==> src/sv/pid_integral_separation_defines.svh <==
// Assertion macros for the PID controller with integral separation.
// Used by the sequencer; relies on clk and rst_n in the including module.
`ifndef PID_INTEGRAL_SEPARATION_DEFINES_SVH
`define PID_INTEGRAL_SEPARATION_DEFINES_SVH

// Same-cycle implication, disabled during reset.
`define PIS_ASSERT_IMP(lbl, ante, cons) \
    lbl: assert property (@(posedge clk) disable iff (!rst_n) (ante) |-> (cons)) \
        else $error("pis: assertion failed");

// Next-cycle implication, disabled during reset.
`define PIS_ASSERT_NEXT(lbl, ante, cons) \
    lbl: assert property (@(posedge clk) disable iff (!rst_n) (ante) |=> (cons)) \
        else $error("pis: assertion failed");

`endif

==> src/sv/pis_pkg.sv <==
// Package for the PID controller with integral separation.
// Holds widths, register indexes, control word types and the microcode ROM.
`timescale 1ns / 1ps

package pis_pkg;

    localparam int INTEGRAL_BITS = 32;

    localparam int GAIN_W    = 16;
    localparam int IN_W      = 16;
    localparam int ERR_W     = IN_W + 1;
    localparam int DE_W      = ERR_W + 1;
    localparam int W_FRAC    = 12;
    localparam int WGT_W     = W_FRAC + 1;
    localparam int DIV_STEPS = WGT_W;
    localparam int CNT_W     = $clog2(DIV_STEPS);

    localparam int MA_W   = (INTEGRAL_BITS + 1 > 27) ? INTEGRAL_BITS + 1 : 27;
    localparam int MB_W   = 18;
    localparam int PROD_W = MA_W + MB_W;
    localparam int P_LIM_BIT = 50;
    localparam int PCL_W  = P_LIM_BIT + 2;
    localparam int PLO_W  = PCL_W / 2;
    localparam int PX_W   = (PROD_W > PCL_W) ? PROD_W : PCL_W;

    localparam int ACC_W     = 64;
    localparam int FR_SHIFT  = 13;
    localparam int MS_SHIFT  = 25;
    localparam int ACC_SHIFT = 17;
    localparam int DRV_W     = 24;
    localparam int QD_W      = ACC_W - ACC_SHIFT;

    localparam int CFG_IDX_W = 3;
    localparam logic [CFG_IDX_W-1:0] REG_GAIN_PROP  = 3'd0;
    localparam logic [CFG_IDX_W-1:0] REG_GAIN_INTEG = 3'd1;
    localparam logic [CFG_IDX_W-1:0] REG_GAIN_DERIV = 3'd2;
    localparam logic [CFG_IDX_W-1:0] REG_BAND_UPPER = 3'd3;
    localparam logic [CFG_IDX_W-1:0] REG_BAND_LOWER = 3'd4;

    localparam logic [GAIN_W-1:0] GAIN_PROP_RST  = 16'd4506;
    localparam logic [GAIN_W-1:0] GAIN_INTEG_RST = 16'd410;
    localparam logic [GAIN_W-1:0] GAIN_DERIV_RST = 16'd82;
    localparam logic [GAIN_W-1:0] BAND_UPPER_RST = 16'd90;
    localparam logic [GAIN_W-1:0] BAND_LOWER_RST = 16'd81;

    typedef enum logic [2:0] {
        MUL_NONE  = 3'd0,
        MUL_KP_E  = 3'd1,
        MUL_KD_DE = 3'd2,
        MUL_KI_I  = 3'd3,
        MUL_PLO_W = 3'd4,
        MUL_PHI_W = 3'd5
    } pis_mul_sel_t;

    typedef enum logic [2:0] {
        ACC_HOLD   = 3'd0,
        ACC_INIT   = 3'd1,
        ACC_ADD_LO = 3'd2,
        ACC_ADD_FR = 3'd3,
        ACC_ADD_HI = 3'd4
    } pis_acc_op_t;

    typedef enum logic [2:0] {
        OP_NOP      = 3'd0,
        OP_PREP     = 3'd1,
        OP_DIV_INIT = 3'd2,
        OP_DIV_STEP = 3'd3,
        OP_WEIGHT   = 3'd4,
        OP_P_LOAD   = 3'd5,
        OP_FINISH   = 3'd6
    } pis_op_t;

    typedef struct packed {
        pis_op_t      op;
        pis_mul_sel_t mul;
        pis_acc_op_t  acc;
        logic         load_cnt;
        logic         loop;
        logic         last;
    } pis_cw_t;

    typedef struct packed {
        logic    load;
        pis_cw_t cw;
    } pis_ctl_t;

    localparam pis_cw_t CW_NOP = '{
        op: OP_NOP, mul: MUL_NONE, acc: ACC_HOLD, load_cnt: 1'b0, loop: 1'b0, last: 1'b0
    };

    localparam int PC_W = 4;
    localparam logic [PC_W-1:0] UPC_PREP     = 4'd0;
    localparam logic [PC_W-1:0] UPC_DIV_INIT = 4'd1;
    localparam logic [PC_W-1:0] UPC_KD_ADD   = 4'd2;
    localparam logic [PC_W-1:0] UPC_DIV_STEP = 4'd3;
    localparam logic [PC_W-1:0] UPC_WEIGHT   = 4'd4;
    localparam logic [PC_W-1:0] UPC_KI_MUL   = 4'd5;
    localparam logic [PC_W-1:0] UPC_P_LOAD   = 4'd6;
    localparam logic [PC_W-1:0] UPC_PLO_MUL  = 4'd7;
    localparam logic [PC_W-1:0] UPC_PHI_MUL  = 4'd8;
    localparam logic [PC_W-1:0] UPC_HI_ADD   = 4'd9;
    localparam logic [PC_W-1:0] UPC_FINISH   = 4'd10;

    function automatic pis_cw_t pis_ucode(input logic [PC_W-1:0] pc);
        pis_cw_t cw;
        cw = CW_NOP;
        case (pc)
            UPC_PREP:
            begin
                cw.op  = OP_PREP;
                cw.mul = MUL_KP_E;
                cw.acc = ACC_INIT;
            end
            UPC_DIV_INIT:
            begin
                cw.op  = OP_DIV_INIT;
                cw.mul = MUL_KD_DE;
                cw.acc = ACC_ADD_FR;
            end
            UPC_KD_ADD:
            begin
                cw.acc      = ACC_ADD_FR;
                cw.load_cnt = 1'b1;
            end
            UPC_DIV_STEP:
            begin
                cw.op   = OP_DIV_STEP;
                cw.loop = 1'b1;
            end
            UPC_WEIGHT:
            begin
                cw.op = OP_WEIGHT;
            end
            UPC_KI_MUL:
            begin
                cw.mul = MUL_KI_I;
            end
            UPC_P_LOAD:
            begin
                cw.op = OP_P_LOAD;
            end
            UPC_PLO_MUL:
            begin
                cw.mul = MUL_PLO_W;
            end
            UPC_PHI_MUL:
            begin
                cw.mul = MUL_PHI_W;
                cw.acc = ACC_ADD_LO;
            end
            UPC_HI_ADD:
            begin
                cw.acc = ACC_ADD_HI;
            end
            UPC_FINISH:
            begin
                cw.op   = OP_FINISH;
                cw.last = 1'b1;
            end
            default:
            begin
                cw = CW_NOP;
            end
        endcase
        return cw;
    endfunction

endpackage

==> src/sv/pis_mul.sv <==
// Shared signed multiplier with a registered product.
// Depends on pis_pkg for operand widths.
`timescale 1ns / 1ps

module pis_mul (
    input  logic                              clk,
    input  logic signed [pis_pkg::MA_W-1:0]   a,
    input  logic signed [pis_pkg::MB_W-1:0]   b,
    output logic signed [pis_pkg::PROD_W-1:0] prod
);
    import pis_pkg::*;

    logic signed [PROD_W-1:0] prod_reg;

    always_ff @(posedge clk)
    begin
        prod_reg <= a * b;
    end

    assign prod = prod_reg;

endmodule

==> src/sv/pis_datapath.sv <==
// Datapath: configuration registers, controller state, weight divider,
// accumulator and output register. Depends on pis_pkg and pis_mul.
`timescale 1ns / 1ps

module pis_datapath (
    input  logic                                 clk,
    input  logic                                 rst_n,
    input  pis_pkg::pis_ctl_t                    ctl,
    input  logic signed [pis_pkg::IN_W-1:0]      setpoint,
    input  logic signed [pis_pkg::IN_W-1:0]      measured,
    input  logic                                 cfg_we,
    input  logic [pis_pkg::CFG_IDX_W-1:0]        cfg_index,
    input  logic [pis_pkg::GAIN_W-1:0]           cfg_data,
    output logic signed [pis_pkg::DRV_W-1:0]     drive,
    output logic                                 clipped
);
    import pis_pkg::*;

    localparam int IS_W = INTEGRAL_BITS + 1;
    localparam logic signed [INTEGRAL_BITS-1:0] I_MAX = {1'b0, {(INTEGRAL_BITS-1){1'b1}}};
    localparam logic signed [INTEGRAL_BITS-1:0] I_MIN = {1'b1, {(INTEGRAL_BITS-1){1'b0}}};
    localparam logic signed [PX_W-1:0] P_LIM =
        {{(PX_W-P_LIM_BIT-1){1'b0}}, 1'b1, {P_LIM_BIT{1'b0}}};
    localparam logic signed [PX_W-1:0] P_LIM_N = -P_LIM;
    localparam logic signed [DRV_W-1:0] D_MAX = {1'b0, {(DRV_W-1){1'b1}}};
    localparam logic signed [DRV_W-1:0] D_MIN = {1'b1, {(DRV_W-1){1'b0}}};
    localparam logic [WGT_W-1:0] W_FULL = {1'b1, {W_FRAC{1'b0}}};

    logic [GAIN_W-1:0] gain_prop_reg, gain_integ_reg, gain_deriv_reg;
    logic [GAIN_W-1:0] band_upper_reg, band_lower_reg;
    logic signed [INTEGRAL_BITS-1:0] integ_reg;
    logic signed [ERR_W-1:0] e1_reg, e2_reg;

    logic signed [ERR_W-1:0] err_reg;
    logic signed [IN_W-1:0]  ms_reg;
    logic [ERR_W-1:0]        mag_reg;
    logic [ERR_W-1:0]        rem_reg;
    logic [WGT_W-1:0]        quo_reg;
    logic [WGT_W-1:0]        w_reg;
    logic signed [PCL_W-1:0] p_reg;
    logic signed [ACC_W-1:0] acc_reg;
    logic                    clip_reg;
    logic signed [DRV_W-1:0] drive_reg;
    logic                    clipped_reg;

    logic signed [ERR_W-1:0]  err_in;
    logic [ERR_W-1:0]         mag_calc;
    logic [GAIN_W-1:0]        div_d;
    logic [ERR_W:0]           div_t;
    logic                     in_band;
    logic [WGT_W-1:0]         w_calc;
    logic signed [IS_W-1:0]   isum;
    logic                     isat;
    logic signed [INTEGRAL_BITS-1:0] isum_sat;
    logic signed [DE_W-1:0]   de;
    logic signed [MA_W-1:0]   mul_a;
    logic signed [MB_W-1:0]   mul_b;
    logic signed [PROD_W-1:0] prod;
    logic signed [ACC_W-1:0]  prod_acc;
    logic signed [PX_W-1:0]   px;
    logic signed [PX_W-1:0]   p_cl;
    logic [PLO_W-1:0]         plo;
    logic signed [PCL_W-PLO_W-1:0] phi;
    logic signed [QD_W-1:0]   qd;
    logic [QD_W-DRV_W:0]      qd_hi;
    logic                     dovf;
    logic signed [DRV_W-1:0]  drive_calc;

    assign err_in   = ERR_W'(setpoint) - ERR_W'(measured);
    assign mag_calc = err_reg[ERR_W-1] ? ERR_W'(-err_reg) : ERR_W'(err_reg);
    assign div_d    = band_upper_reg - band_lower_reg;
    assign div_t    = {1'b0, rem_reg} - {2'b0, div_d};
    assign in_band  = mag_reg <= {1'b0, band_upper_reg};

    always_comb
    begin
        if (!in_band)
            w_calc = '0;
        else if (mag_reg < {1'b0, band_lower_reg})
            w_calc = W_FULL;
        else if (band_upper_reg > band_lower_reg)
            w_calc = quo_reg;
        else
            w_calc = '0;
    end

    assign isum     = IS_W'(integ_reg) + IS_W'(err_reg);
    assign isat     = isum[IS_W-1] != isum[IS_W-2];
    assign isum_sat = isat ? (isum[IS_W-1] ? I_MIN : I_MAX) : isum[INTEGRAL_BITS-1:0];

    assign de  = DE_W'(err_reg) - DE_W'(e2_reg);
    assign plo = p_reg[PLO_W-1:0];
    assign phi = p_reg[PCL_W-1:PLO_W];

    always_comb
    begin
        case (ctl.cw.mul)
            MUL_KP_E:
            begin
                mul_a = MA_W'(err_reg);
                mul_b = MB_W'(gain_prop_reg);
            end
            MUL_KD_DE:
            begin
                mul_a = MA_W'(de);
                mul_b = MB_W'(gain_deriv_reg);
            end
            MUL_KI_I:
            begin
                mul_a = MA_W'(integ_reg);
                mul_b = MB_W'(gain_integ_reg);
            end
            MUL_PLO_W:
            begin
                mul_a = MA_W'({1'b0, plo});
                mul_b = MB_W'(w_reg);
            end
            MUL_PHI_W:
            begin
                mul_a = MA_W'(phi);
                mul_b = MB_W'(w_reg);
            end
            default:
            begin
                mul_a = '0;
                mul_b = '0;
            end
        endcase
    end

    pis_mul u_mul (
        .clk  (clk),
        .a    (mul_a),
        .b    (mul_b),
        .prod (prod)
    );

    assign prod_acc = ACC_W'(prod);
    assign px       = PX_W'(prod);
    assign p_cl     = (px > P_LIM) ? P_LIM : ((px < P_LIM_N) ? P_LIM_N : px);

    assign qd         = acc_reg[ACC_W-1:ACC_SHIFT];
    assign qd_hi      = qd[QD_W-1:DRV_W-1];
    assign dovf       = !((&qd_hi) || (~|qd_hi));
    assign drive_calc = dovf ? (qd[QD_W-1] ? D_MIN : D_MAX) : qd[DRV_W-1:0];

    always_ff @(posedge clk or negedge rst_n)
    begin
        if (!rst_n)
        begin
            gain_prop_reg  <= GAIN_PROP_RST;
            gain_integ_reg <= GAIN_INTEG_RST;
            gain_deriv_reg <= GAIN_DERIV_RST;
            band_upper_reg <= BAND_UPPER_RST;
            band_lower_reg <= BAND_LOWER_RST;
            integ_reg      <= '0;
            e1_reg         <= '0;
            e2_reg         <= '0;
        end
        else
        begin
            if (cfg_we)
            begin
                case (cfg_index)
                    REG_GAIN_PROP:  gain_prop_reg  <= cfg_data;
                    REG_GAIN_INTEG: gain_integ_reg <= cfg_data;
                    REG_GAIN_DERIV: gain_deriv_reg <= cfg_data;
                    REG_BAND_UPPER: band_upper_reg <= cfg_data;
                    REG_BAND_LOWER: band_lower_reg <= cfg_data;
                    default:        ;
                endcase
            end
            if (ctl.cw.op == OP_WEIGHT && in_band)
                integ_reg <= isum_sat;
            if (ctl.cw.op == OP_FINISH)
            begin
                e2_reg <= e1_reg;
                e1_reg <= err_reg;
            end
        end
    end

    always_ff @(posedge clk)
    begin
        if (ctl.load)
        begin
            err_reg  <= err_in;
            ms_reg   <= measured;
            clip_reg <= 1'b0;
        end

        case (ctl.cw.op)
            OP_PREP:
            begin
                mag_reg <= mag_calc;
            end
            OP_DIV_INIT:
            begin
                rem_reg <= {1'b0, band_upper_reg} - mag_reg;
                quo_reg <= '0;
            end
            OP_DIV_STEP:
            begin
                if (!div_t[ERR_W])
                begin
                    rem_reg <= {div_t[GAIN_W-1:0], 1'b0};
                    quo_reg <= {quo_reg[WGT_W-2:0], 1'b1};
                end
                else
                begin
                    rem_reg <= {rem_reg[GAIN_W-1:0], 1'b0};
                    quo_reg <= {quo_reg[WGT_W-2:0], 1'b0};
                end
            end
            OP_WEIGHT:
            begin
                w_reg <= w_calc;
                if (in_band && isat)
                    clip_reg <= 1'b1;
            end
            OP_P_LOAD:
            begin
                p_reg <= p_cl[PCL_W-1:0];
            end
            OP_FINISH:
            begin
                drive_reg   <= drive_calc;
                clipped_reg <= clip_reg | dovf;
            end
            default:
            begin
            end
        endcase

        case (ctl.cw.acc)
            ACC_INIT:   acc_reg <= ACC_W'(ms_reg) <<< MS_SHIFT;
            ACC_ADD_LO: acc_reg <= acc_reg + prod_acc;
            ACC_ADD_FR: acc_reg <= acc_reg + (prod_acc <<< FR_SHIFT);
            ACC_ADD_HI: acc_reg <= acc_reg + (prod_acc <<< PLO_W);
            default:    ;
        endcase
    end

    assign drive   = drive_reg;
    assign clipped = clipped_reg;

endmodule

==> src/sv/pis_seq.sv <==
// Microcode sequencer: step counter, loop counter, ROM fetch and handshakes.
// Depends on pis_pkg and the assertion macros header.
`timescale 1ns / 1ps
`include "pid_integral_separation_defines.svh"

module pis_seq (
    input  logic              clk,
    input  logic              rst_n,
    input  logic              in_valid,
    output logic              in_ready,
    output logic              out_valid,
    input  logic              out_ready,
    output pis_pkg::pis_ctl_t ctl
);
    import pis_pkg::*;

    typedef enum logic [1:0] {
        ST_IDLE = 2'b01,
        ST_RUN  = 2'b10
    } pis_state_t;

    pis_state_t       state_reg, state_next;
    logic [PC_W-1:0]  pc_reg, pc_next;
    logic [CNT_W-1:0] cnt_reg, cnt_next;
    logic             out_valid_reg, out_valid_next;

    pis_cw_t cw_raw;
    logic    running;
    logic    out_free;
    logic    fire;
    logic    accept;

    assign cw_raw   = pis_ucode(pc_reg);
    assign running  = state_reg == ST_RUN;
    assign out_free = !out_valid_reg || out_ready;
    assign fire     = running && cw_raw.last && out_free;
    assign accept   = in_valid && state_reg == ST_IDLE;

    always_comb
    begin
        state_next     = state_reg;
        pc_next        = pc_reg;
        cnt_next       = cnt_reg;
        out_valid_next = out_valid_reg;
        ctl.load       = accept;
        ctl.cw         = CW_NOP;

        if (out_ready)
            out_valid_next = 1'b0;

        case (state_reg)
            ST_IDLE:
            begin
                if (accept)
                begin
                    state_next = ST_RUN;
                    pc_next    = '0;
                end
            end
            ST_RUN:
            begin
                ctl.cw = cw_raw;
                if (cw_raw.load_cnt)
                    cnt_next = CNT_W'(DIV_STEPS - 1);
                if (cw_raw.loop && cnt_reg != '0)
                begin
                    cnt_next = cnt_reg - 1'b1;
                end
                else if (cw_raw.last)
                begin
                    if (fire)
                    begin
                        state_next     = ST_IDLE;
                        pc_next        = '0;
                        out_valid_next = 1'b1;
                    end
                    else
                    begin
                        ctl.cw.op = OP_NOP;
                    end
                end
                else
                begin
                    pc_next = pc_reg + 1'b1;
                end
            end
            default:
            begin
                state_next = ST_IDLE;
                pc_next    = '0;
            end
        endcase
    end

    always_ff @(posedge clk or negedge rst_n)
    begin
        if (!rst_n)
        begin
            state_reg     <= ST_IDLE;
            pc_reg        <= '0;
            cnt_reg       <= '0;
            out_valid_reg <= 1'b0;
        end
        else
        begin
            state_reg     <= state_next;
            pc_reg        <= pc_next;
            cnt_reg       <= cnt_next;
            out_valid_reg <= out_valid_next;
        end
    end

    assign in_ready  = state_reg == ST_IDLE;
    assign out_valid = out_valid_reg;

    `PIS_ASSERT_NEXT(a_accept_starts, in_valid && in_ready, state_reg == ST_RUN && pc_reg == '0)
    `PIS_ASSERT_IMP(a_idle_clean, state_reg == ST_IDLE, pc_reg == '0 && cnt_reg == '0)
    `PIS_ASSERT_IMP(a_cnt_in_loop, cnt_reg != '0, running && pc_reg == UPC_DIV_STEP)
    `PIS_ASSERT_NEXT(a_finish_shows, ctl.cw.op == OP_FINISH, out_valid_reg && state_reg == ST_IDLE)

endmodule

==> src/sv/pid_integral_separation.sv <==
// Speed PID controller with variable-speed integration. A microcoded
// sequencer runs 11 steps on one shared 33x18 multiplier, and the integral
// weight comes from a 13-step restoring divider. The result sits in an
// output register, so a new input is taken while it waits; if it is still
// not taken when the next result is ready, the sequencer holds at its last
// step.
// Depends on pis_pkg, pis_seq and pis_datapath.
`timescale 1ns / 1ps

module pid_integral_separation (
    input  logic                             clk,
    input  logic                             rst_n,
    input  logic                             in_valid,
    output logic                             in_ready,
    input  logic signed [pis_pkg::IN_W-1:0]  setpoint,
    input  logic signed [pis_pkg::IN_W-1:0]  measured,
    output logic                             out_valid,
    input  logic                             out_ready,
    output logic signed [pis_pkg::DRV_W-1:0] drive,
    output logic                             clipped,
    input  logic                             cfg_valid,
    output logic                             cfg_ready,
    input  logic [pis_pkg::CFG_IDX_W-1:0]    cfg_index,
    input  logic [pis_pkg::GAIN_W-1:0]       cfg_data
);
    import pis_pkg::*;

    pis_ctl_t ctl;

    assign cfg_ready = 1'b1;

    pis_seq u_seq (
        .clk       (clk),
        .rst_n     (rst_n),
        .in_valid  (in_valid),
        .in_ready  (in_ready),
        .out_valid (out_valid),
        .out_ready (out_ready),
        .ctl       (ctl)
    );

    pis_datapath u_datapath (
        .clk       (clk),
        .rst_n     (rst_n),
        .ctl       (ctl),
        .setpoint  (setpoint),
        .measured  (measured),
        .cfg_we    (cfg_valid & cfg_ready),
        .cfg_index (cfg_index),
        .cfg_data  (cfg_data),
        .drive     (drive),
        .clipped   (clipped)
    );

endmodule
==> config.mk <==
export PLATFORM = sky130hd
export DESIGN_NAME = pid_integral_separation
export DESIGN_NICKNAME = d
export VERILOG_FILES = /design/src/sv/pis_pkg.sv /design/src/sv/pis_mul.sv /design/src/sv/pis_datapath.sv /design/src/sv/pis_seq.sv /design/src/sv/pid_integral_separation.sv
export VERILOG_INCLUDE_DIRS = /design/src /design/src/sv
export SDC_FILE = /design/constraint.sdc
export NUM_CORES = 2
export LEC_CHECK = 0
export ABC_AREA = 1
export BUFFER_PORTS_ARGS = -buffer_cell sky130_fd_sc_hd__buf_4
export CAP_MARGIN = 20
export CELL_PAD_IN_SITES_DETAIL_PLACEMENT = 1
export CELL_PAD_IN_SITES_GLOBAL_PLACEMENT = 2
export CORE_MARGIN = 1.5
export CORE_UTILIZATION = 35
export DETAILED_ROUTE_END_ITERATION = 8
export PLACE_DENSITY_LB_ADDON = 0.1
export SLEW_MARGIN = 10
export SYNTH_ARGS = -nofsm -noshare
export SYNTH_HDL_FRONTEND = slang
export SYNTH_SLANG_ARGS = --single-unit
==> constraint.sdc <==
create_clock -name clk -period 6.94 [get_ports clk]
set_input_delay 1.735 -clock clk [delete_from_list [all_inputs] [get_ports clk]]
set_output_delay 1.735 -clock clk [all_outputs]
set_load 0.05 [all_outputs]
==> impl_metrics.json <==
{
  "grt_antenna_before_repair": 6,
  "power_density_nw_per_um2": 223,
  "synth.distinct_cells": 68,
  "combPwrFrac": 0.550,
  "holdWs_ns": 0.471,
  "die_w_um": 399,
  "avgSynthCellArea_um2": 7.18,
  "max_stage_delay_ns": 0.55,
  "postSynthCellCount": 7633,
  "cts_made_buffers": 55,
  "cts_tree": "built",
  "max_freq_ghz": 0.137,
  "boundaryPins": 84,
  "hold_path.class": "register to register",
  "finalHoldViolCount": 0,
  "cp_data_required_time_ns": 7.50,
  "largest_register_ffs": 64,
  "power.switching_mw": 7.54,
  "pre_cts_slack_ns": -0.999,
  "setup.worst_path.end_class": "register",
  "p_seq_frac": 0.245,
  "ys_warn_count": 0,
  "cts.sinks": 440,
  "crit_buf_inv": 10,
  "power_mw": 15.7,
  "slew_viol_final": 0,
  "die_h_um": 399,
  "synth_edf_count": 232,
  "total_leakage_power_nw": 35.6,
  "period_minus_slack_ns": 7.31,
  "setup_slack_ns": -0.367,
  "ff2ff_setup_slack_ns": -0.37,
  "post-route-period-util": 1.05,
  "clock-root-buffer": "clkbuf_16",
  "clock_path_buffers": 3,
  "swShare": 0.480,
  "initial_utilization": 0.352,
  "violations": "negative setup slack",
  "rows": 145,
  "antenna_left": 0,
  "synthToLayoutAreaGrowth_pct": 28.6,
  "internal_power_mw": 8.17,
  "seq_area_frac_synth": 0.218,
  "worst_pin_slew_ns": 1.11,
  "grt_pass1_wl_mm": 385,
  "slowest_stage": "fa_1",
  "hp-start": "u_datapath.clip_reg",
  "cp_max_fo": 6,
  "drive_above_1_share": 0.216,
  "r2r_end": "u_datapath.u_mul.prod[30]",
  "port_buffers": 82,
  "drv_cap": 0,
  "core-area_um2": 156000,
  "synth_area_um2": 54800,
  "timing.rr.start": "u_datapath.err_reg[3]",
  "skew_ns": 0.0351,
  "clk_latency_ns": 0.68,
  "routed_via_density": 5.19,
  "synthArstFlopShare": 0.357,
  "clkSlewWorstSetupHoldPaths_ns": 0.06,
  "drc": 0,
  "synthesis.nets": 8588,
  "synth_ff_type": "edfxtp_1",
  "arrival_ns": 7.87,
  "grt_max_degree": 71,
  "gp_congestion": 0.973,
  "critical-path-top-delay-family": "adder cells",
  "peakVddDrop_uv": 217,
  "grt_pass1_vias": 57837,
  "cts_hold_buffers": 0,
  "via_count": 54621,
  "final_cell_mix": "2076 x nand2_1, 1346 x inv_1, 712 x buf_4",
  "clkPwrFrac": 0.205,
  "fillers": 19079,
  "holdPathStages": 2,
  "crit_type": "register to register",
  "hold_path_end": "u_datapath.clip_reg",
  "status": "finished with violations",
  "track_usage": 0.331,
  "setup_viol": 35,
  "gr-total-overflow": 0,
  "num-nets-final": 9379,
  "reg2reg_depth": 33,
  "htree_levels": 2,
  "dr.pass1.iters": 5,
  "grt_setup_unrepaired": "yes",
  "startpoint_type": "register",
  "dieArea_um2": 159000,
  "relSlewSlack": 0.252,
  "layout_commonest_cell": "nand2_1",
  "drt_iter0_drc": 3593,
  "ys_ff_latch": 440,
  "hpwl_mm": 221,
  "avgRoutedWirePerCell_um": 25.2,
  "drt-total-wl_mm": 265
}
-- Yosys cell counts, types with 31 or more instances --
library cell  instances  area (um2)
or2_2                31         194
nor3_1               66         330
dfxtp_1              51        1020
fa_1                502       10000
nand2_1            2226        8360
ha_1                397        4970
o21ai_0             329        1650
xor2_1               89         780
clkbuf_1             55         206
inv_1              1459        5480
nor2_1              573        2150
o21bai_1             45         338
xnor2_1              64         561
nand3_1             334        1670
edfxtp_1            232        6970
a21oi_1             508        2540
nand4_1              77         482
nand3b_1             37         278
buf_2                86         430
dfrtp_1             135        3380
-- how the worst max path moves through the flow --
stage / to / cells after the start / slack (ns) / from
floorplan: u_datapath.u_mul.prod[49] / 29 / 0.004 / u_datapath.err_reg[16]
global placement: u_datapath.u_mul.prod[48] / 32 / -1.04 / u_datapath.err_reg[5]
detailed placement: u_datapath.u_mul.prod[30] / 30 / -1.0 / u_datapath.err_reg[5]
CTS: u_datapath.u_mul.prod[49] / 31 / -0.36 / u_datapath.err_reg[3]
global route: u_datapath.u_mul.prod[48] / 35 / -0.57 / u_datapath.e2_reg[13]
finish: u_datapath.u_mul.prod[30] / 33 / -0.37 / u_datapath.err_reg[3]
-- worst reg2reg max path, delay by kind of cell (launching register included) --
family          cells  cell delay (ns)
buf+inv            10             1.08
xor+xnor            1             0.20
fa+ha+maj           8             3.73
simple gates        7             0.61
flops               1             0.48
compound gates      7             1.10
-- timing repair --
item | in CTS | in global routing
gates resized for setup | 675 | 429
setup endpoints to repair | 39 | 39
setup buffers | 112 | 68
pin swaps | 192 | 265
cloned | 4 | 4
-- kinds of logic (layout without fill, tap and decap cells) --
| logic type | Yosys count | count (layout) | synth area share |
|---|---|---|---|
| DFF | 440 | 440 | 0.218 |
| buffers and inverters | 1653 | 2490 | 0.117 |
| AOI/OAI and AO/OA | 1080 | 1080 | 0.112 |
| and+or+nand+nor | 3407 | 3407 | 0.254 |
| xor gates and xnor gates | 153 | 153 | 0.0245 |
| adders and majority gates | 899 | 899 | 0.274 |
| other | 1 | 3 | 0.0000685 |
-- metal layers --
metal,vias up,GRT usage,part of all wire
li1,25529,-,-
met1,27560,0.442,0.44
met2,1175,0.564,0.48
met3,351,0.0291,0.043
met4,6,0.102,0.038
met5,-,0,0.000094
-- power by group through the flow --
stage | combinational (mW) | clock (mW) | sequential (mW)
after floorplan | 4.66 | 0 | 3.49
after global routing | 9.43 | 3.36 | 3.84
after detailed placement | 7.85 | 0 | 3.87
final | 8.64 | 3.22 | 3.85
after CTS | 8.33 | 3.28 | 3.82
after global placement | 7.74 | 0 | 3.87
-- area by class of cell --
| cell class | count | area, um2 | area share |
|---|---|---|---|
| timing repair buffer | 896 | 8190 | 0.116 |
| clock inverter | 37 | 493 | 0.00700 |
| inverter | 1491 | 5690 | 0.0807 |
| clock buffer | 66 | 1440 | 0.0204 |
| multi-input combinational | 5540 | 40100 | 0.569 |
| sequential | 440 | 11900 | 0.170 |
| tap | 2058 | 2570 | 0.0366 |
| antenna | 2 | 5.00 | 0.0000710 |
-- stage by stage --
| stage | setup TNS (ns) | util | instances | area (um2) |
|---|---|---|---|---|
| floorplan | 0 | - | 7633 | 54900 |
| global route | -15.18 | 0.452 | 10528 | 70400 |
| CTS | -7.21 | 0.438 | 10467 | 68300 |
| finish | -7.54 | 0.452 | 10530 | 70400 |
| detailed placement | -28.14 | 0.403 | 10251 | 62800 |
| global placement | -29.99 | 0.402 | 10248 | 62700 |
(Power assumes the default switching activity.)
